--- src/rtl/fir_fc_ram.sv ---
`timescale 1ns / 1ps
// Generic single-write, single-read RAM with registered read data.
module fir_fc_ram #(
  parameter int WIDTH = 16,
  parameter int DEPTH = 16
) (
  input  logic                                 clk,
  input  logic                                 we,
  input  logic [((DEPTH > 1) ? $clog2(DEPTH) : 1)-1:0] waddr,
  input  logic [WIDTH-1:0]                     wdata,
  input  logic [((DEPTH > 1) ? $clog2(DEPTH) : 1)-1:0] raddr,
  output logic [WIDTH-1:0]                     rdata
);

  logic [WIDTH-1:0] mem [DEPTH];

  always_ff @(posedge clk) begin
    if (we) begin
      mem[waddr] <= wdata;
    end
    rdata <= mem[raddr];
  end

endmodule

--- config.mk ---
export PLATFORM = sky130hd
export DESIGN_NAME = fir_fc_ram
export DESIGN_NICKNAME = d
export VERILOG_FILES = /design/src/rtl/fir_fc_ram.sv
export SDC_FILE = /design/constraint.sdc
export NUM_CORES = 1
export LEC_CHECK = 0
export ABC_AREA = 1
export BUFFER_PORTS_ARGS = -buffer_cell sky130_fd_sc_hd__buf_4
export CORE_MARGIN = 5
export CORE_UTILIZATION = 64
export CTS_BUF_LIST = sky130_fd_sc_hd__clkbuf_8
export DETAILED_ROUTE_END_ITERATION = 12
export GPL_ROUTABILITY_DRIVEN = 0
export MAX_ROUTING_LAYER = met4
export PLACE_DENSITY = 0.87
export SYNTH_ARGS = -nofsm -noshare
export SYNTH_HDL_FRONTEND = slang
export SYNTH_SLANG_ARGS = --single-unit
--- constraint.sdc ---
create_clock -name clk -period 2 [get_ports clk]
set_clock_uncertainty 0.2 [all_clocks]
set_input_delay 0.2 -clock clk [delete_from_list [all_inputs] [get_ports clk]]
set_output_delay 0.2 -clock clk [all_outputs]
set_load 0.02 [all_outputs]
[Word-level counts from Yosys, hierarchy flattened]
Memories as Yosys holds them, arrays and structs flattened. A register that Yosys moved wholly into a read port is not among the register bits.
Cells that the tools add are included.
Word-level totals
  output and inout port bits: 16
  flip-flop bits (word level): 0
  word-level logic and storage cells: 3
  input port bits: 26
  memories kept: 1
  memory bits (writable): 256
Cells by class
  multiplexer cells: 2
Memory list
  mem: depth 16, width 16, rd ports 1, clocked after Yosys merged registers in 1, write ports 1, line 15  | logic [WIDTH-1:0] mem [DEPTH];
Operators with widths (count)
  $mux W1: 2

[Longest topological paths before layout]
Gate-level depths: netlist (run 1).
  depth after elaboration: 2
  gate-level depth with buffers: 9
  depth with buffers taken out: 7

[Worst setup path before layout (run 1)]
No wires, ideal clock.
  path kind: input to register
  start: in waddr[2] in the netlist's numbering
  end: mem mem[10][0] (enable)
  data arrival time: 1.111 ns
  required time: 1.412 ns
  stages on the path: 2
  library setup time: 0.388 ns
  slack: 0.300 ns
  buffers on the path: 0
  path through: nand3b_1 > nor2_1
RTL lines
  start, declared: line 9  | input logic [((DEPTH > 1) ? $clog2(DEPTH) : 1)-1:0] waddr,
  end, declared: line 15
Straight into the memory's write port.

==> results.ini, run 1 <==
[sta]
fin_crit_ns = 1.99
tightestPinTransition_ns = 0.824
fmax_mhz = 502
rsz0062_at_grt = false
post-route-period-util_pct = 99.7
relSlewSlack_pct = 45.0
slew_viol_final = 0
setup-tns-final_ns = 0
setup_viol = 0
hold_violations = 0

[clock_network]
h-tree-depth = 2
clockBufferDepth = 3
postCtsResizedCells = 0
cts_tree = yes
post_cts_buffers = 0
insertion_delay_ns = 0.54
clk_pin_slew_worst_paths_ns = 0.06
root_buffer = clkbuf_8
cts_inserted_buffers = 41
cts.sinks = 272

[outcome]
status = finished clean

[worst_setup_path]
r2r-start = mem[8][1]$_DFFE_PP_
r2r_end = rdata[1]$_DFF_P_
start_kind = input port
crit_fanout = 21
crit_start = raddr[2]
r2r_slack_ns = 0.27
critPathRequiredTime_ns = 2.22
criticalPathCategory = input port to flop
endpoint = rdata[1]$_DFF_P_
worst-endpoint-arrival_ns = 2.21
end_kind = flop
r2r_cells = 7

[route]
drc = 0
ant_nets = 0
post_drt_wl_per_cell_microns = 19.6
vias_per_cell = 5.71
drt_wl_total_mm = 27.9
dr_total_vias = 8116
drtIter0Drc = 1212
first_pass_iters = 6

[die]
die_w_microns = 143
row_count = 48
die_y_microns = 143
start_util_pct = 65.6
core-area_sq_um = 17400
dieArea_sq_um = 20500
pin_count = 42

[global_route]
grt_max_degree = 88
grt-ovfl-total = 0
grt_antenna_before_repair = 0
grt_pass1_wl_mm = 43.1
grtUsageTotal_pct = 28.8
grt_pass1_vias = 8096

[logic_synthesis]
ys_warn_count = 0
ys_seq_elements = 272
syn_area_sq_um = 11400
synthCells = 1074
yosysUniqueCellTypes = 13
avgSynthCellArea_sq_um = 10.6
synth_nets = 1100
synth_seq_area_share_pct = 70.4

[cells_and_area]
finalCoreUtilization_pct = 75.4
layout_commonest_cell = nand2_1
final_cell_area_sq_um = 13100
area_growth_pct = 15.0
finalNetCount = 1193
n_antenna_cell = 0
drive_above_1_share_pct = 12.5
layout_common_cells = nand2_1, edfxtp_1, inv_1, nand3_1, buf_4

[pwr]
power.density_nw_per_um2 = 878
leakagePower_nw = 5.76
ir_drop_mv = 0.691

[placement]
io_buffers = 41
hpwl_mm = 15.7
place_area_sq_um = 12100

[flow_run]
maxCapViolCount = 0

[hold_path]
worst_hold_path_type = input port to flop

-- logic make-up (layout without fill, tap and decap cells) --
| family | count (synthesis) | after routing | synth area share (%) |
|---|---|---|---|
| AND/OR/NAND/NOR | 553 | 553 | 20.4 |
| flip-flops | 272 | 272 | 70.4 |
| buffers and inverters | 249 | 371 | 9.21 |
-- flip-flops by register name (all words and copies together) (netlist names) --
name / count
rdata: 16
mem: 256
-- stage by stage --
stage | hold WS [ns] | std cells | worst slack, ns | power [W]
final | 0.0174 | 1421 | 0.00678 | 0.0115
after global routing | 0.0563 | 1421 | 0.00785 | 0.0119
after CTS | 0.00229 | 1421 | 0.0893 | 0.0115
after detailed placement | 0.311 | 1330 | 0.275 | 0.00736
after global placement | 0.300 | 1330 | 0.321 | 0.00732
after floorplan | 0.0989 | 1074 | 0.300 | 0.00700
-- worst max-delay path, cell delays in order --
cell	delay (ns)
dlygate4sd3_1	0.54
buf_4	0.22
inv_1	0.09
buf_4	0.31
nand3_1	0.13
nand3_1	0.07
dlygate4sd3_1	0.57
nand2_1	0.06
-- how the worst min path moves through the flow --
stage / from / depth (start not counted) / slack, ns / endpoint
global route: raddr[0] / 6 / 0.06 / rdata[2]$_DFF_P_
global placement: wdata[4] / 1 / 0.30 / mem[11][4]$_DFFE_PP_
CTS: raddr[0] / 6 / 0.002 / rdata[2]$_DFF_P_
floorplan: wdata[0] / 0 / 0.1 / mem[0][0]$_DFFE_PP_
detailed placement: wdata[7] / 1 / 0.31 / mem[4][7]$_DFFE_PP_
finish: raddr[0] / 6 / 0.02 / rdata[2]$_DFF_P_
-- synth_stat cells --
cell	number	area share, %
nor2_1	17	0.56
inv_2	2	0.066
nand3b_1	2	0.13
buf_6	3	0.30
buf_4	18	1.2
buf_2	19	0.84
clkbuf_1	10	0.33
dfxtp_1	16	2.8
nand3_1	193	8.5
nand2_1	341	11
buf_1	1	0.033
inv_1	196	6.5
edfxtp_1	256	68
-- final cells by class --
class,instances,area (sq um)
sequential,272,8010
multi-input combinational,553,2360
inverter,198,744
timing repair buffer,101,931
fill,970,4270
tap,225,282
clock buffer,46,633
clock inverter,26,126
-- metal layers --
metal	vias up	wire length, microns	GRT usage, %
met2	593	13300	45.4
met4	0	1570	14.4
met1	3727	9700	35.9
met3	147	3380	5.86
li1	3649	-	-
met5	-	0	-
-- repair_timing --
| action | in CTS | in global routing |
|---|---|---|
| setup endpoints to repair | 0 | 0 |
| hold buffers | 19 | 0 |
| hold endpoints to repair | 272 | 0 |
-- power breakdown --
part | total [W] | internal [W] | switching, W
logic | 0.000881 | 0.000293 | 0.000588
clock network | 0.00420 | 0.00222 | 0.00198
registers | 0.00642 | 0.00637 | 0.0000472
Power figures use the tool's default switching activity.
==> run 2, diff against run 1 <==
--- a/config.mk
+++ b/config.mk
@@ -14,6 +14,7 @@
 export GPL_ROUTABILITY_DRIVEN = 0
 export MAX_ROUTING_LAYER = met4
 export PLACE_DENSITY = 0.87
+export REMOVE_ABC_BUFFERS = 1
 export SYNTH_ARGS = -nofsm -noshare
 export SYNTH_HDL_FRONTEND = slang
 export SYNTH_SLANG_ARGS = --single-unit
==> run 2 against run 1 <==
  * Via count shrank 3.0%
  * Worst hold slack gained 0.091 ns
  * Final area shrank 0.33%
  * Fmax grew 18%
  * Combinational power shrank 3.2%
  * Final cell count grew 0.21%
  * Critical path depth shrank 3
  * Critical path type unchanged
==> results.ini, run 2 (same netlist as run 1, synthesis figures left out) <==
[pwr]
seqPwrFrac_pct = 55.8
power.density_nw_per_um2 = 881
clockPowerShare_pct = 36.7
p_switching_w = 0.00262
combPwrFrac_pct = 7.4
swShare_pct = 22.8
leakagePower_nw = 5.72
intPower_w = 0.00886
ir_drop_mv = 0.825

[worst_setup_path]
critPathRequiredTime_ns = 2.28
end_kind = flop
worst-endpoint-arrival_ns = 1.97
max_stage_delay_ns = 0.68
r2r_cells = 6
worst_path_dominant_cell_family = buffers and inverters
r2r_slack_ns = 0.76
start_kind = input port
r2r_end = rdata[13]$_DFF_P_
crit_fanout = 17
criticalPathCategory = input port to flop
r2r-start = mem[15][13]$_DFFE_PP_
worst-path-stages = 5
path_buf_inv = 3
path_cells = dlygate4sd3_1 > buf_4 > inv_1 > nand3_1 > nand2_1
slowest_stage = inv_1

[hold_path]
whs_path_depth = 6
hp-start = raddr[1]
worst_hold_path_type = input port to flop
worstHoldEndpoint = rdata[11]$_DFF_P_

[sta]
setup-tns-final_ns = 0
post-route-period-util_pct = 84.3
fin_crit_ns = 1.69
fmax_mhz = 593
holdWs_ns = 0.108
slew_viol_final = 0
relSlewSlack_pct = 41.5
setup_viol = 0
tightestPinTransition_ns = 0.876
hold_violations = 0
rsz0062_at_grt = false

[placement]
hpwl_mm = 14.8
place_area_sq_um = 12100
io_buffers = 41

[cells_and_area]
regMostFlops = mem
largest_reg_flops = 256
area_growth_pct = 14.6
final_cell_area_sq_um = 13000
layout_common_cells = nand2_1, edfxtp_1, inv_1, nand3_1, buf_4
finalCoreUtilization_pct = 75.2
seq_area_sq_um = 8010
biggestRegsByFlops = mem (256), rdata (16)
multi_input_area_sq_um = 2360
n_antenna_cell = 0
layout_commonest_cell = nand2_1
finalNetCount = 1192
drive_above_1_share_pct = 12.4
fill_cells = 1042

[global_route]
grt_antenna_before_repair = 0
grt_pass1_wl_mm = 39.9
grt_pass1_vias = 7882
grt-ovfl-total = 0
grtUsageTotal_pct = 26.6
grt_max_degree = 76

[clock_network]
postCtsResizedCells = 0
insertion_delay_ns = 0.54
cts_inserted_buffers = 42
cts.sinks = 272
cts_tree = yes
h-tree-depth = 2
clockBufferDepth = 3
root_buffer = clkbuf_8
post_cts_buffers = 0
clk_pin_slew_worst_paths_ns = 0.06

[die]
row_count = 48
start_util_pct = 65.6
pin_count = 42
die_w_microns = 143
dieArea_sq_um = 20500
core-area_sq_um = 17400
die_y_microns = 143

[flow_run]
maxCapViolCount = 0

[outcome]
status = finished clean

[route]
first_pass_iters = 6
drc = 0
drt_wl_total_mm = 25.8
ant_nets = 0
drtIter0Drc = 895
dr_total_vias = 7872
post_drt_wl_per_cell_microns = 18.1
vias_per_cell = 5.53

## run 2: changes by cell type in the layout (fill, tap and decap cells not counted)
cell	previous run	this run
clkinv_2	3	5
inv_1	218	211
clkbuf_8	46	45
buf_12	10	7
dlygate4sd3_1	19	18
clkinv_1	1	12
buf_4	72	74
## run 2: timing repair
action | 4_1_cts | 5_1_grt
hold buffers | 18 | 0
setup endpoints to repair | 0 | 0
endpoints found under the hold margin | 272 | 0
## run 2: worst max-delay path by stage
stage / start / endpoint / slack, ns
after floorplan: raddr[0] / rdata[12]$_DFF_P_ / 0.11
after global placement: raddr[3] / rdata[4]$_DFF_P_ / 0.44
after detailed placement: raddr[3] / rdata[15]$_DFF_P_ / 0.41
after CTS: raddr[3] / rdata[15]$_DFF_P_ / 0.42
after global routing: raddr[3] / rdata[4]$_DFF_P_ / 0.34
final: raddr[3] / rdata[15]$_DFF_P_ / 0.31
## run 2: worst min-delay path: cells and delay by family
kind / cells / cell delay, ns
AND/OR/NAND/NOR: 4 / 0.27
buffers and inverters: 2 / 0.31
## run 2: layout make-up
cell class,instances,area share [%]
multi-input cells,553,18.1
clock inverters,32,1.16
clock buffers,45,4.75
flip-flops and latches,272,61.4
repair buffers,99,6.71
well taps,225,2.16
inverters,198,5.71
## run 2: routing by layer
metal	track usage (%)	share of wire, %
met1	31.4	36
met2	46.8	52
met3	4.36	9.2
met4	9.07	2.8
met5	-	0
## run 2: stage by stage
step	worst slack, ns	std cells	power (W)
after floorplan	0.112	1023	0.00690
after global placement	0.442	1329	0.00731
after detailed placement	0.409	1329	0.00734
after CTS	0.420	1424	0.0115
after global routing	0.342	1424	0.0119
final	0.313	1424	0.0115
## run 2: power groups by stage
stage | Clock [W] | Combinational, W | Sequential, W
floorplan | 0 | 0.000335 | 0.00657
global placement | 0 | 0.000782 | 0.00653
detailed placement | 0 | 0.000807 | 0.00653
CTS | 0.00427 | 0.000844 | 0.00641
global route | 0.00454 | 0.000930 | 0.00642
finish | 0.00422 | 0.000853 | 0.00641
==> run 3, diff against run 2 <==
--- a/config.mk
+++ b/config.mk
@@ -8,12 +8,12 @@
 export ABC_AREA = 1
 export BUFFER_PORTS_ARGS = -buffer_cell sky130_fd_sc_hd__buf_4
 export CORE_MARGIN = 5
-export CORE_UTILIZATION = 64
+export CORE_UTILIZATION = 58
 export CTS_BUF_LIST = sky130_fd_sc_hd__clkbuf_8
 export DETAILED_ROUTE_END_ITERATION = 12
 export GPL_ROUTABILITY_DRIVEN = 0
 export MAX_ROUTING_LAYER = met4
-export PLACE_DENSITY = 0.87
+export PLACE_DENSITY = 0.83
 export REMOVE_ABC_BUFFERS = 1
 export SYNTH_ARGS = -nofsm -noshare
 export SYNTH_HDL_FRONTEND = slang
==> constraint.sdc (replaced) <==
create_clock -name clk -period 1.42 [get_ports clk]
set_clock_uncertainty 0.2 [all_clocks]
set_input_delay 0.142 -clock clk [delete_from_list [all_inputs] [get_ports clk]]
set_output_delay 0.142 -clock clk [all_outputs]
set_load 0.02 [all_outputs]
==> run 3 against run 2 <==
  * Sequential cell count unchanged
  * Highest routed layer unchanged
  * Wire length up 9.2%
  * Worst hold slack gained 0.0094 ns
  * Utilization fell by 5.8 points
  * Register-to-register slack got worse by 0.59 ns
  * Final area up 3.2%
  * Clock power increased by 48%
  * Die area rose by 9.6%
  * Critical path type is now flop to output port
  * Power is 44% higher
==> results.ini, run 3 (same netlist as run 1, synthesis figures left out) <==
[outcome]
status = finished clean

[die]
start_util_pct = 58.7
die_w_microns = 150
pin_count = 42
core-area_sq_um = 19400
row_count = 51
die_y_microns = 150
dieArea_sq_um = 22500

[clock_network]
post_cts_buffers = 0
cts_inserted_buffers = 42
clockBufferDepth = 3
cts_tree = yes
cts.sinks = 272
h-tree-depth = 2
insertion_delay_ns = 0.54
root_buffer = clkbuf_8
clk_pin_slew_worst_paths_ns = 0.07

[sta]
setup-tns-final_ns = 0
fmax_mhz = 713
hold_violations = 0
fin_crit_ns = 1.40
relSlewSlack_pct = 75.0
slew_viol_final = 0
setup_viol = 0
tightestPinTransition_ns = 0.375
holdWs_ns = 0.117
setup_slack_ns = 0.0165
rsz0062_at_grt = false
post-route-period-util_pct = 98.8

[pwr]
p_switching_w = 0.00393
combPwrFrac_pct = 8.0
clockPowerShare_pct = 37.6
seqPwrFrac_pct = 54.5
swShare_pct = 23.7
power.density_nw_per_um2 = 1230
leakagePower_nw = 5.93
intPower_w = 0.0127
ir_drop_mv = 0.710

[cells_and_area]
final_cells = 1489
area_growth_pct = 18.3
finalNetCount = 1215
biggestRegsByFlops = mem (256), rdata (16)
fill_cells = 1317
largest_reg_flops = 256
drive_above_1_share_pct = 14.8
regMostFlops = mem
layout_commonest_cell = nand2_1
finalCoreUtilization_pct = 69.4
layout_common_cells = nand2_1, edfxtp_1, inv_1, nand3_1, buf_4

[global_route]
grt_antenna_before_repair = 1
grt_pass1_wl_mm = 43.0
grt_pass1_vias = 8012
grtUsageTotal_pct = 26.0
grt_max_degree = 62
grt-ovfl-total = 0

[route]
vias_per_cell = 5.45
ant_nets = 0
post_drt_wl_per_cell_microns = 18.9
first_pass_iters = 6
drc = 0
drtIter0Drc = 973
drt_wl_total_mm = 28.1
dr_total_vias = 8115

[worst_setup_path]
crit_fanout = 2
path_cells = buf_4
end_kind = output port
path_buf_inv = 1
critPathRequiredTime_ns = 1.08
start_kind = flop
worst_path_dominant_cell_family = flip-flops
slowest_stage = dfxtp_4
criticalPathCategory = flop to output port
max_stage_delay_ns = 0.36
worst-endpoint-arrival_ns = 1.06

[placement]
io_buffers = 41
dp_slack_ns = -0.107
dp.cells = 1389
hpwl_mm = 16.5

[flow_run]
maxCapViolCount = 0

[hold_path]
worst_hold_path_type = input port to flop

[run 3: cell count changes in the layout (fill, tap and decap cells not counted), moves of 3 or more]
cell | previous run | this run
buf_12 | 7 | 15
buf_4 | 74 | 86
clkbuf_8 | 45 | 50
clkinv_1 | 12 | 3
inv_1 | 211 | 214
[run 3: path summary, 6_finish.rpt]
kind / startpoint / end / slack, ns / cells past startpoint
worst max register to register: mem[1][1]$_DFFE_PP_ / rdata[1]$_DFF_P_ / 0.17 / 6
worst max-delay path: rdata[12]$_DFF_P_ / rdata[12] / 0.02 / 1
worst min-delay path: waddr[1] / mem[11][0]$_DFFE_PP_ / 0.12 / 4
worst min register to register: mem[14][11]$_DFFE_PP_ / rdata[11]$_DFF_P_ / 0.47 / 6
[run 3: per-stage QoR]
stage	area, sq um	power [W]
after floorplan	11100	0.00972
after global placement	12400	0.0104
after detailed placement	12400	0.0104
after CTS	13400	0.0166
after global routing	13500	0.0171
final	13500	0.0166
[run 3: tightest hold or removal path: cells and delay by family]
family / cells / cell delay, ns
AND/OR/NAND/NOR: 2 / 0.29
buffers and inverters: 2 / 0.27
[run 3: layer usage]
metal / up-vias / track usage, % / part of all wire, %
met4: 0 / 10.3 / 3.4
li1: 3706 / - / -
met3: 87 / 5.75 / 11
met5: - / - / 0
met2: 558 / 40.9 / 48
met1: 3764 / 33.4 / 37
[run 3: layout make-up]
class                      count  area (sq um)  share of cell area [%]
clock inverter                28           121                   0.901
tap                          265           332                    2.46
multi-input combinational    553          2370                    17.6
timing repair buffer         122          1190                    8.81
antenna                        1          2.50                  0.0186
inverter                     198           747                    5.55
clock buffer                  50           688                    5.11
sequential                   272          8010                    59.5
[run 3: repair_timing]
action,CTS,global route
endpoints found under the setup margin,1,3
hold buffers,19,0
endpoints found under the hold margin,272,0
resized for setup,1,5
gates cloned,0,2
[run 3: power by group through the flow]
stage	Combinational, W	Clock, W	Sequential [W]
final	0.00132	0.00624	0.00903
after global routing	0.00143	0.00667	0.00904
after CTS	0.00127	0.00627	0.00903
after detailed placement	0.00122	0	0.00920
after global placement	0.00118	0	0.00919
after floorplan	0.000472	0	0.00925
