<file path="config.mk">
export PLATFORM = sky130hd
export DESIGN_NAME = fir_fc_mac
export DESIGN_NICKNAME = d
export VERILOG_FILES = /design/src/rtl/fir_fc_pkg.sv /design/src/rtl/fir_fc_mac.sv
export SDC_FILE = /design/constraint.sdc
export NUM_CORES = 1
export LEC_CHECK = 0
export ABC_AREA = 1
export BUFFER_PORTS_ARGS = -buffer_cell sky130_fd_sc_hd__buf_2
export CELL_PAD_IN_SITES_DETAIL_PLACEMENT = 1
export CELL_PAD_IN_SITES_GLOBAL_PLACEMENT = 1
export CORE_ASPECT_RATIO = 1.5
export CORE_UTILIZATION = 51
export DETAILED_ROUTE_END_ITERATION = 12
export PLACE_DENSITY_LB_ADDON = 0.15
export SYNTH_ARGS = -nofsm -noshare
export SYNTH_HDL_FRONTEND = slang
export SYNTH_SLANG_ARGS = --single-unit
</file>
<file path="constraint.sdc">
create_clock -name clk -period 16.3 [get_ports clk]
set_input_delay 4.89 -clock clk [delete_from_list [all_inputs] [get_ports clk]]
set_output_delay 4.89 -clock clk [all_outputs]
set_load 0.01 [all_outputs]
</file>
<file path="src/rtl/fir_fc_pkg.sv">
`timescale 1ns / 1ps
// Shared constants, types and control structs for the full-convolution FIR filter.
package fir_fc_pkg;

  localparam int TAPS      = 16;
  localparam int TAP_W     = (TAPS > 1) ? $clog2(TAPS) : 1;
  localparam int CNT_W     = $clog2(TAPS + 1);
  localparam int SAMPLE_W  = 16;
  localparam int COEFF_W   = 16;
  localparam int IDX_W     = 4;
  localparam int TCNT_W    = 5;
  localparam int PROD_W    = SAMPLE_W + COEFF_W + 1;
  localparam int ACC_W     = 36;

  localparam logic [COEFF_W-1:0] COEFF_ONE       = COEFF_W'(32768);
  localparam logic [TCNT_W-1:0]  TAP_COUNT_RESET = TCNT_W'(16);

  localparam logic OP_LOAD   = 1'b0;
  localparam logic OP_SAMPLE = 1'b1;

  typedef enum logic [1:0] {
    ST_IDLE,
    ST_MAC,
    ST_WAIT,
    ST_EMIT
  } state_t;

  typedef struct packed {
    logic issue;
    logic first;
    logic last;
    logic dly_ok;
  } mac_ctl_t;

  typedef struct packed {
    logic                    done;
    logic signed [ACC_W-1:0] sum;
  } mac_stat_t;

endpackage

</file>
<file path="src/rtl/fir_fc_mac.sv">
`timescale 1ns / 1ps
// Multiply-accumulate pipeline: RAM data stage, product register, accumulator.
module fir_fc_mac
  import fir_fc_pkg::*;
(
  input  logic                clk,
  input  logic                rst,
  input  mac_ctl_t            ctl,
  input  logic [COEFF_W-1:0]  coef_rd,
  input  logic [SAMPLE_W-1:0] dly_rd,
  output mac_stat_t           stat
);

  logic                     s1_vld, s1_first, s1_last, s1_ok;
  logic                     p_vld, p_first, p_last;
  logic signed [PROD_W-1:0] prod;
  logic signed [SAMPLE_W-1:0] operand;
  logic signed [ACC_W-1:0]  acc;
  logic                     done;

  assign operand = s1_ok ? $signed(dly_rd) : '0;

  always_ff @(posedge clk) begin
    if (rst) begin
      s1_vld <= 1'b0;
      p_vld  <= 1'b0;
      done   <= 1'b0;
    end else begin
      s1_vld <= ctl.issue;
      p_vld  <= s1_vld;
      done   <= p_vld && p_last;
    end
  end

  always_ff @(posedge clk) begin
    s1_first <= ctl.first;
    s1_last  <= ctl.last;
    s1_ok    <= ctl.dly_ok;
    p_first  <= s1_first;
    p_last   <= s1_last;
    prod     <= $signed({1'b0, coef_rd}) * operand;
    if (p_vld) begin
      acc <= p_first ? ACC_W'(prod) : acc + ACC_W'(prod);
    end
  end

  assign stat.done = done;
  assign stat.sum  = acc;

endmodule

</file>
; Word level (Yosys, flattened, before mapping)
; Index checks and enable logic that the tools add are counted.
[totals]
wordCells = 15
ff_bits = 77
[classes]
n_reduce_logical = 1
n_mul = 1
add_sub_neg = 1
n_mux = 2
[ops]
columns = op, n
row1 = $add A36 B33 Y36, 1
row2 = $mux W36, 1
row3 = $mul A17 B16 Y33, 1
row4 = $mux W16, 1
row5 = $logic_and A1 B1 Y1, 1

; Logic depth before layout (Yosys ltp)
; Gate-level depths: netlist (run 1).
[logic_depth]
depth_word = 2
depth_mapped = 28
ltp_nobuf = 26

; Worst setup path after synthesis (run 1)
; OpenSTA, ideal clock, no wires.
[synth_timing]
path_type = input -> register
startpoint = in dly_rd[7]
endpoint = reg prod[24]
n_path_buf = 1
t_required_ps = 16180
arrival_ps = 9701
cell_stages = 23
setup_slack_ps = 6479
path_cell_list = nand2_1 -> inv_1 -> clkbuf_1 -> nand2_1 -> fa_1 -> inv_1 -> fa_1 -> inv_1 -> fa_1 -> inv_1 -> fa_1 -> fa_1 -> inv_1 -> fa_1 -> inv_1 -> ha_1 -> nand2_1 -> inv_1 -> a21oi_1 -> nand3_2 -> nand3_1 -> nand2_1 -> xor2_1
[synth_via]
elab_chain_len = 2
[synth_rtl]
columns = item, line_no
row1 = from (decl), fir_fc_mac.sv:10  ; input logic [SAMPLE_W-1:0] dly_rd,
row2 = $mux W16, fir_fc_mac.sv:21  ; assign operand = s1_ok ? $signed(dly_rd) : '0;
row3 = $mul A17 B16 Y33, fir_fc_mac.sv:41  ; prod <= $signed({1'b0, coef_rd}) * operand;
row4 = to (signal assigned), fir_fc_mac.sv:41
row5 = to (decl), fir_fc_mac.sv:16  ; logic signed [PROD_W-1:0] prod;
; No other way between the ends.
; A chain may end at the register's enable or synchronous reset.

; Worst setup path in the final report (run 1)
[layout_timing]
startpoint = in dly_rd[7]
endpoint = reg prod[23]
; Same word-level chain as after synthesis.

==> run_results.csv, run 1 <==
group,metric,value,unit
outcome,result_of_the_run,"complete, no violations",
placed_design,post_place_setup_slack,5701,ps
detailed_routing,dr.pass1.iters,4,
die,die_outline_area,27840,sq um
timing,period_share,63.21,%
detailed_routing,routed_wirelength,46.47,mm
timing,slew-limit-headroom,31.63,%
clock_tree,cts_resized,0,
logic_synthesis,synth-compound-area-share,4.923,%
worst_setup_path,critPathArrivalTime,10550,ps
detailed_routing,num_vias,12580,
clock_tree,cts.clk_slew.worst_paths,60,ps
global_route,globalRouteOverflowTotal,0,
die,die_h,203.8,um
placed_design,portBuffers,74,
detailed_routing,post-route-drc-count,0,
power_and_ir_drop,power-per-cell-area,143.4,nW/um^2
power_and_ir_drop,report.power.total,2122,uW
logic_synthesis,synth_flop_cell,"sky130_fd_sc_hd__dfxtp_1",
logic_synthesis,synth_adder_area_share,42.36,%
die,rows,73,
global_route,pin_count_of_the_biggest_net_entering_global_routing,46,
min_path,min-delay-path-class,"reg2reg",
clock_tree,cts.repair_timing.setup_buffer_count,0,
placed_design,gp_routability_congestion,0.9823,
worst_setup_path,crit_required,16540,ps
die,chipWidth,136.6,um
final_layout,layout-drive-gt1-share,6.343,%
clock_tree,cts-root-to-sink-buffers,2,
timing,max_freq,97.05,MHz
power_and_ir_drop,max-vdd-ir-drop,0.08177,mV
logic_synthesis,synth.ff_latch_count,77,
worst_setup_path,cp-end-kind,"register",
clock_tree,tritoncts.num_buffers,9,
die,initial_core_util,52.12,%
worst_setup_path,slowest_delay,560,ps
logic_synthesis,yosys_warnings,0,
worst_setup_path,reg_to_reg_slack_setup,9650,ps
clock_tree,clock_latency,360,ps
logic_synthesis,synthXorXnorAreaFrac,2.023,%
worst_setup_path,path_cells,"buf_2 > nand2_1 > inv_1 > nand2_1 > fa_1 > inv_1 > fa_1 > inv_1 > fa_1 > inv_1 > fa_1 > fa_1 > inv_1 > fa_1 > inv_1 > ha_1 > nand2_1 > nand2_1 > a31oi_1 > nand2_1 > nand2_1 > inv_1 > o21bai_1 > nand2_1",
logic_synthesis,synth_edf_count,36,
min_path,min-delay-start,"s1_first",
final_layout,area_growth,6.856,%
timing,rsz0062_at_grt,"no",
global_route,vias_in_the_first_global_route,14420,
detailed_routing,via_per_inst,5.526,
worst_setup_path,timing.critical_path.fanout_max,13,
detailed_routing,number_of_drc_violations_after_detailed_routing_iteration_0,456,
logic_synthesis,post_synth_and_or_nand_nor_area_fraction,24.32,%
logic_synthesis,syn-cell-area,13850,sq um
clock_tree,cts_num_sinks,77,
detailed_routing,route.antenna.remaining_nets,0,
timing,worst_pin_slew,1026,ps
clock_tree,cts_hold_repair.buffers,0,
logic_synthesis,yosys-mux-area-fraction,0,%
worst_setup_path,critical_path.top_delay_family,"adder cells",
die,floorplan.io_pins,75,
logic_synthesis,syn_nets,2271,
logic_synthesis,asyncSetResetFlopFracSynth,0,%
logic_synthesis,post_synth_num_cell_types,39,
timing,final_critical_path_setup_slack,5996,ps
timing,report.final.hold_viol_count,0,
logic_synthesis,yosysSeqAreaShare,13.73,%
worst_setup_path,worstSetupStartpoint,"dly_rd[7]",
final_layout,fin_util,55.69,%
placed_design,sum_of_net_half_perimeters_after_detailed_placement,39.91,mm
final_layout,n_antenna_cell,0,
timing,post-route-min-period,10300,ps
worst_setup_path,startpoint_type,"primary input",
timing,setup_viol,0,
logic_synthesis,syn_inst,1881,
logic_synthesis,synth_area_per_cell,7.364,sq um
die,core_area,26580,sq um
flow_run,drv_cap,0,
worst_setup_path,worst_r2r_startpoint,"s1_ok",
clock_tree,cts.htree.levels,3,
power_and_ir_drop,static-leakage-power,0.008245,uW
final_layout,nNetsFinal,2324,
worst_setup_path,timing.setup.critical_path_class,"in2reg",
timing,timing.setup.tns,0,ps
global_route,grt_antenna_before_repair,0,
clock_tree,cts_tree,"done",
detailed_routing,post_drt_wl_per_cell,20.42,um
worst_setup_path,crit_slowest_cell,"sky130_fd_sc_hd__fa_1",
timing,max_transition_viols_final,0,
logic_synthesis,dominant_combinational_cell_family_by_area_after_synthesis,"adder cells",
global_route,grt_pass1_wl,73.42,mm
timing,hold-worst-slack,328.8,ps
worst_setup_path,path_buf_inv,8,
global_route,grt_total_usage,35.46,%
clock_tree,cts.root.buffer_cell,"sky130_fd_sc_hd__clkbuf_16",
timing,fin_skew,4.763,ps
sequential cells by signal, indices dropped and copies added, names as in the netlist:
| name | count |
|---|---|
| s1_vld | 1 |
| s1_last | 1 |
| done | 1 |
| s1_first | 1 |
| s1_ok | 1 |
| p_last | 1 |
| prod | 33 |
| acc | 36 |
| p_first | 1 |
| p_vld | 1 |
per-layer routing:
layer  GRT usage [%]  part of all wire, %  up-vias
met3           3.249                  3.5      189
met2           68.00                   54      369
met5               0                    0        -
li1                -                    -     5758
met1           33.44                   34     6261
met4           28.33                  8.6        0
per-stage QoR:
| step | std cells | area (sq um) |
|---|---|---|
| floorplan | 1881 | 13850 |
| global placement | 2260 | 14520 |
| detailed placement | 2260 | 14520 |
| CTS | 2276 | 14800 |
| global route | 2276 | 14800 |
| finish | 2276 | 14800 |
path summary, 6_finish.rpt:
check | to | depth (start not counted)
worst max-delay path | prod[23] | 24
worst min-delay path | p_first | 0
worst max register to register | prod[23] | 23
worst min register to register | p_first | 0
kinds of logic (layout without fill, tap and decap cells):
logic type      count (synthesis)  after routing
simple gates                  830            830
buf+inv                       464            522
fa+ha+maj                     352            352
compound gates                126            126
flops                          77             77
xor+xnor                       32             32
power by group:
group / switching [uW] / internal [uW]
sequential: 37.0 / 271
clock: 87.3 / 105
combinational: 1070 / 556
total: 1190 / 932
cell type report:
cell class                 count  area (sq um)
clock buffer                  10         229.0
multi-input combinational   1340         10200
fill                        3510         11780
timing repair buffer          76         385.4
clock inverter                 6         48.80
sequential                    77          1903
inverter                     430          1614
tap                          337         421.7
synth_stat cells (17+ instances only):
| master | n | area (sq um) |
|---|---|---|
| sky130_fd_sc_hd__nand2_1 | 482 | 1809 |
| sky130_fd_sc_hd__inv_1 | 421 | 1580 |
| sky130_fd_sc_hd__nor2_1 | 217 | 814.5 |
| sky130_fd_sc_hd__fa_1 | 195 | 3904 |
| sky130_fd_sc_hd__ha_1 | 157 | 1964 |
| sky130_fd_sc_hd__nand3_1 | 71 | 355.3 |
| sky130_fd_sc_hd__a21oi_1 | 63 | 315.3 |
| sky130_fd_sc_hd__dfxtp_1 | 41 | 820.8 |
| sky130_fd_sc_hd__o21ai_0 | 38 | 190.2 |
| sky130_fd_sc_hd__edfxtp_1 | 36 | 1081 |
| sky130_fd_sc_hd__clkbuf_1 | 22 | 82.58 |
| sky130_fd_sc_hd__xor2_1 | 19 | 166.4 |
| sky130_fd_sc_hd__nor3_1 | 17 | 85.08 |
layout by cell type (no fill, tap or decap), types with 13 or more instances in the layout:
master and n:
sky130_fd_sc_hd__nor2_1 217, sky130_fd_sc_hd__xor2_1 19, sky130_fd_sc_hd__dfxtp_1 40, sky130_fd_sc_hd__nor3_1 17, sky130_fd_sc_hd__a21oi_1 63, sky130_fd_sc_hd__nand2_1 482
sky130_fd_sc_hd__ha_1 157, sky130_fd_sc_hd__inv_1 421, sky130_fd_sc_hd__nand3_1 71, sky130_fd_sc_hd__fa_1 195, sky130_fd_sc_hd__buf_2 74, sky130_fd_sc_hd__xnor2_1 13
sky130_fd_sc_hd__edfxtp_1 36, sky130_fd_sc_hd__o21ai_0 38
Note: power is estimated with default switching activity, not from simulation.
==> run 2: changes to the inputs <==
--- a/config.mk
+++ b/config.mk
@@ -10,7 +10,7 @@
 export CELL_PAD_IN_SITES_DETAIL_PLACEMENT = 1
 export CELL_PAD_IN_SITES_GLOBAL_PLACEMENT = 1
 export CORE_ASPECT_RATIO = 1.5
-export CORE_UTILIZATION = 51
+export CORE_UTILIZATION = 43
 export DETAILED_ROUTE_END_ITERATION = 12
 export PLACE_DENSITY_LB_ADDON = 0.15
 export SYNTH_ARGS = -nofsm -noshare
==> constraint.sdc (replaced) <==
create_clock -name clk -period 8.29 [get_ports clk]
set_input_delay 2.487 -clock clk [delete_from_list [all_inputs] [get_ports clk]]
set_output_delay 2.487 -clock clk [all_outputs]
set_load 0.01 [all_outputs]
==> run_results.csv, run 2 (synthesis gave the netlist of run 1 again) <==
group,metric,value,unit
outcome,result_of_the_run,"complete, no violations",
clock_tree,cts_resized,0,
detailed_routing,routed_wirelength,45.86,mm
worst_setup_path,worstSetupStartpoint,"dly_rd[4]",
detailed_routing,dr.pass1.iters,4,
timing,report.final.hold_viol_count,0,
power_and_ir_drop,static-leakage-power,0.008363,uW
detailed_routing,num_vias,12320,
final_layout,fin_util,47.54,%
clock_tree,tritoncts.num_buffers,9,
power_and_ir_drop,max-vdd-ir-drop,0.1574,mV
min_path,timing.hold.worst_path_depth,0,
timing,slew-limit-headroom,31.32,%
die,floorplan.io_pins,75,
worst_setup_path,timing.setup.critical_path_class,"in2reg",
placed_design,gp_routability_congestion,0.9318,
timing,max_transition_viols_final,0,
timing,rsz0062_at_grt,"no",
final_layout,layout.cells.most_common_list,"sky130_fd_sc_hd__nand2_1 (482), sky130_fd_sc_hd__inv_1 (421), sky130_fd_sc_hd__nor2_1 (217)",
clock_tree,cts.root.buffer_cell,"sky130_fd_sc_hd__clkbuf_16",
power_and_ir_drop,p_sw_share,55.45,%
timing,max_freq,128.0,MHz
power_and_ir_drop,clkPwrFrac,9.0,%
power_and_ir_drop,power.net_switching,2286,uW
worst_setup_path,cp-end-kind,"register",
timing,timing.setup.tns,0,ps
final_layout,reg.largest.list,"acc: 36 flops, prod: 33 flops",
final_layout,multi_input_area,10200,sq um
worst_setup_path,timing.critical_path.fanout_max,13,
clock_tree,cts-root-to-sink-buffers,2,
power_and_ir_drop,intPower,1837,uW
clock_tree,clock_latency,360,ps
die,chipWidth,148.5,um
die,initial_core_util,43.66,%
final_layout,fill_cells,4102,
worst_setup_path,critPathArrivalTime,8060,ps
die,die_h,221.8,um
detailed_routing,route.antenna.remaining_nets,0,
timing,fin_skew,10.34,ps
worst_setup_path,crit_required,8540,ps
worst_setup_path,startpoint_type,"primary input",
timing,setup_viol,0,
min_path,min-delay-path-class,"reg2reg",
global_route,globalRouteOverflowTotal,0,
final_layout,regMostFlops,"acc",
worst_setup_path,worst_r2r_startpoint,"s1_ok",
timing,post-route-min-period,7812,ps
placed_design,sum_of_net_half_perimeters_after_detailed_placement,39.91,mm
detailed_routing,post_drt_wl_per_cell,19.30,um
global_route,grt_total_usage,29.49,%
detailed_routing,number_of_drc_violations_after_detailed_routing_iteration_0,363,
timing,worst_pin_slew,1030,ps
final_layout,seq_area,1903,sq um
clock_tree,cts.htree.levels,3,
global_route,pin_count_of_the_biggest_net_entering_global_routing,46,
die,core_area,31730,sq um
global_route,vias_in_the_first_global_route,13960,
global_route,grt_antenna_before_repair,0,
final_layout,layout-drive-gt1-share,7.528,%
power_and_ir_drop,relative_contribution_of_combinational_cells_to_total_power,76.4,%
clock_tree,cts.repair_timing.setup_buffer_count,0,
final_layout,largest_reg_flops,36,
detailed_routing,post-route-drc-count,0,
timing,period_share,94.23,%
clock_tree,cts_tree,"done",
global_route,grt_pass1_wl,72.67,mm
power_and_ir_drop,seqPwrFrac,14.6,%
final_layout,layout_commonest_cell,"sky130_fd_sc_hd__nand2_1",
placed_design,portBuffers,74,
flow_run,drv_cap,0,
final_layout,n_antenna_cell,0,
min_path,min-delay-start,"s1_first",
clock_tree,cts_hold_repair.buffers,0,
worst_setup_path,rr_worst_depth,20,
die,rows,80,
die,die_outline_area,32950,sq um
detailed_routing,via_per_inst,5.186,
clock_tree,cts.clk_slew.worst_paths,60,ps
power_and_ir_drop,power-per-cell-area,273.3,nW/um^2
final_layout,area_growth,8.897,%
final_layout,nNetsFinal,2351,
clock_tree,cts_num_sinks,77,
run 2: final cells by class:
cell class | count | share of cell area [%]
Clock buffer | 10 | 1.518
Clock inverter | 6 | 0.2488
Inverter | 430 | 10.70
Multi-Input combinational cell | 1340 | 67.62
Sequential cell | 77 | 12.62
Tap cell | 410 | 3.401
Timing Repair Buffer | 103 | 3.898
run 2: final timing paths:
kind	endpoint	slack, ps
max reg2reg	prod[26]	1760
max	prod[26]	480
min reg2reg	p_first	330
min	p_first	330
run 2: through the flow:
stage	worst slack [ps]	area [sq um]	hold slack, ps	std cells	power [uW]
4_1_cts	569.3	15080	330.5	2376	4151
6_report	478.5	15080	329.2	2376	4123
3_5_place_dp	196.9	14820	316.1	2360	3755
5_1_grt	203.3	15080	337.8	2376	4590
2_1_floorplan	872.2	13850	309.6	1881	2843
3_3_place_gp	257.0	14820	311.0	2360	3643
run 2: power by group through the flow:
stage	clock network (uW)	logic (uW)	registers (uW)
2_1_floorplan	0	2260	585
6_report	371	3150	601
5_1_grt	395	3580	612
3_3_place_gp	0	3040	605
3_5_place_dp	0	3150	610
4_1_cts	383	3170	602
run 2: layer usage:
layer | global-route usage [%] | part of all wire (%)
met5 | 0 | 0
met4 | 23.98 | 9.1
met2 | 56.60 | 54
met1 | 28.14 | 35
met3 | 1.996 | 1.9
run 2: critical path: stages:
cell                      delay (ps)
sky130_fd_sc_hd__buf_2           100
sky130_fd_sc_hd__nand2_1         490
sky130_fd_sc_hd__nor2_1          150
sky130_fd_sc_hd__fa_1            560
sky130_fd_sc_hd__inv_1            50
sky130_fd_sc_hd__fa_1            490
sky130_fd_sc_hd__inv_1            60
sky130_fd_sc_hd__fa_1            480
sky130_fd_sc_hd__fa_1            530
sky130_fd_sc_hd__fa_1            510
sky130_fd_sc_hd__inv_1            50
sky130_fd_sc_hd__fa_1            480
sky130_fd_sc_hd__inv_1            50
sky130_fd_sc_hd__ha_1            360
sky130_fd_sc_hd__nand2_1         110
sky130_fd_sc_hd__nor2_1           90
sky130_fd_sc_hd__inv_1            90
sky130_fd_sc_hd__nor3_1          390
sky130_fd_sc_hd__nand4_1         310
sky130_fd_sc_hd__nand4_1         150
sky130_fd_sc_hd__nand2_1          60
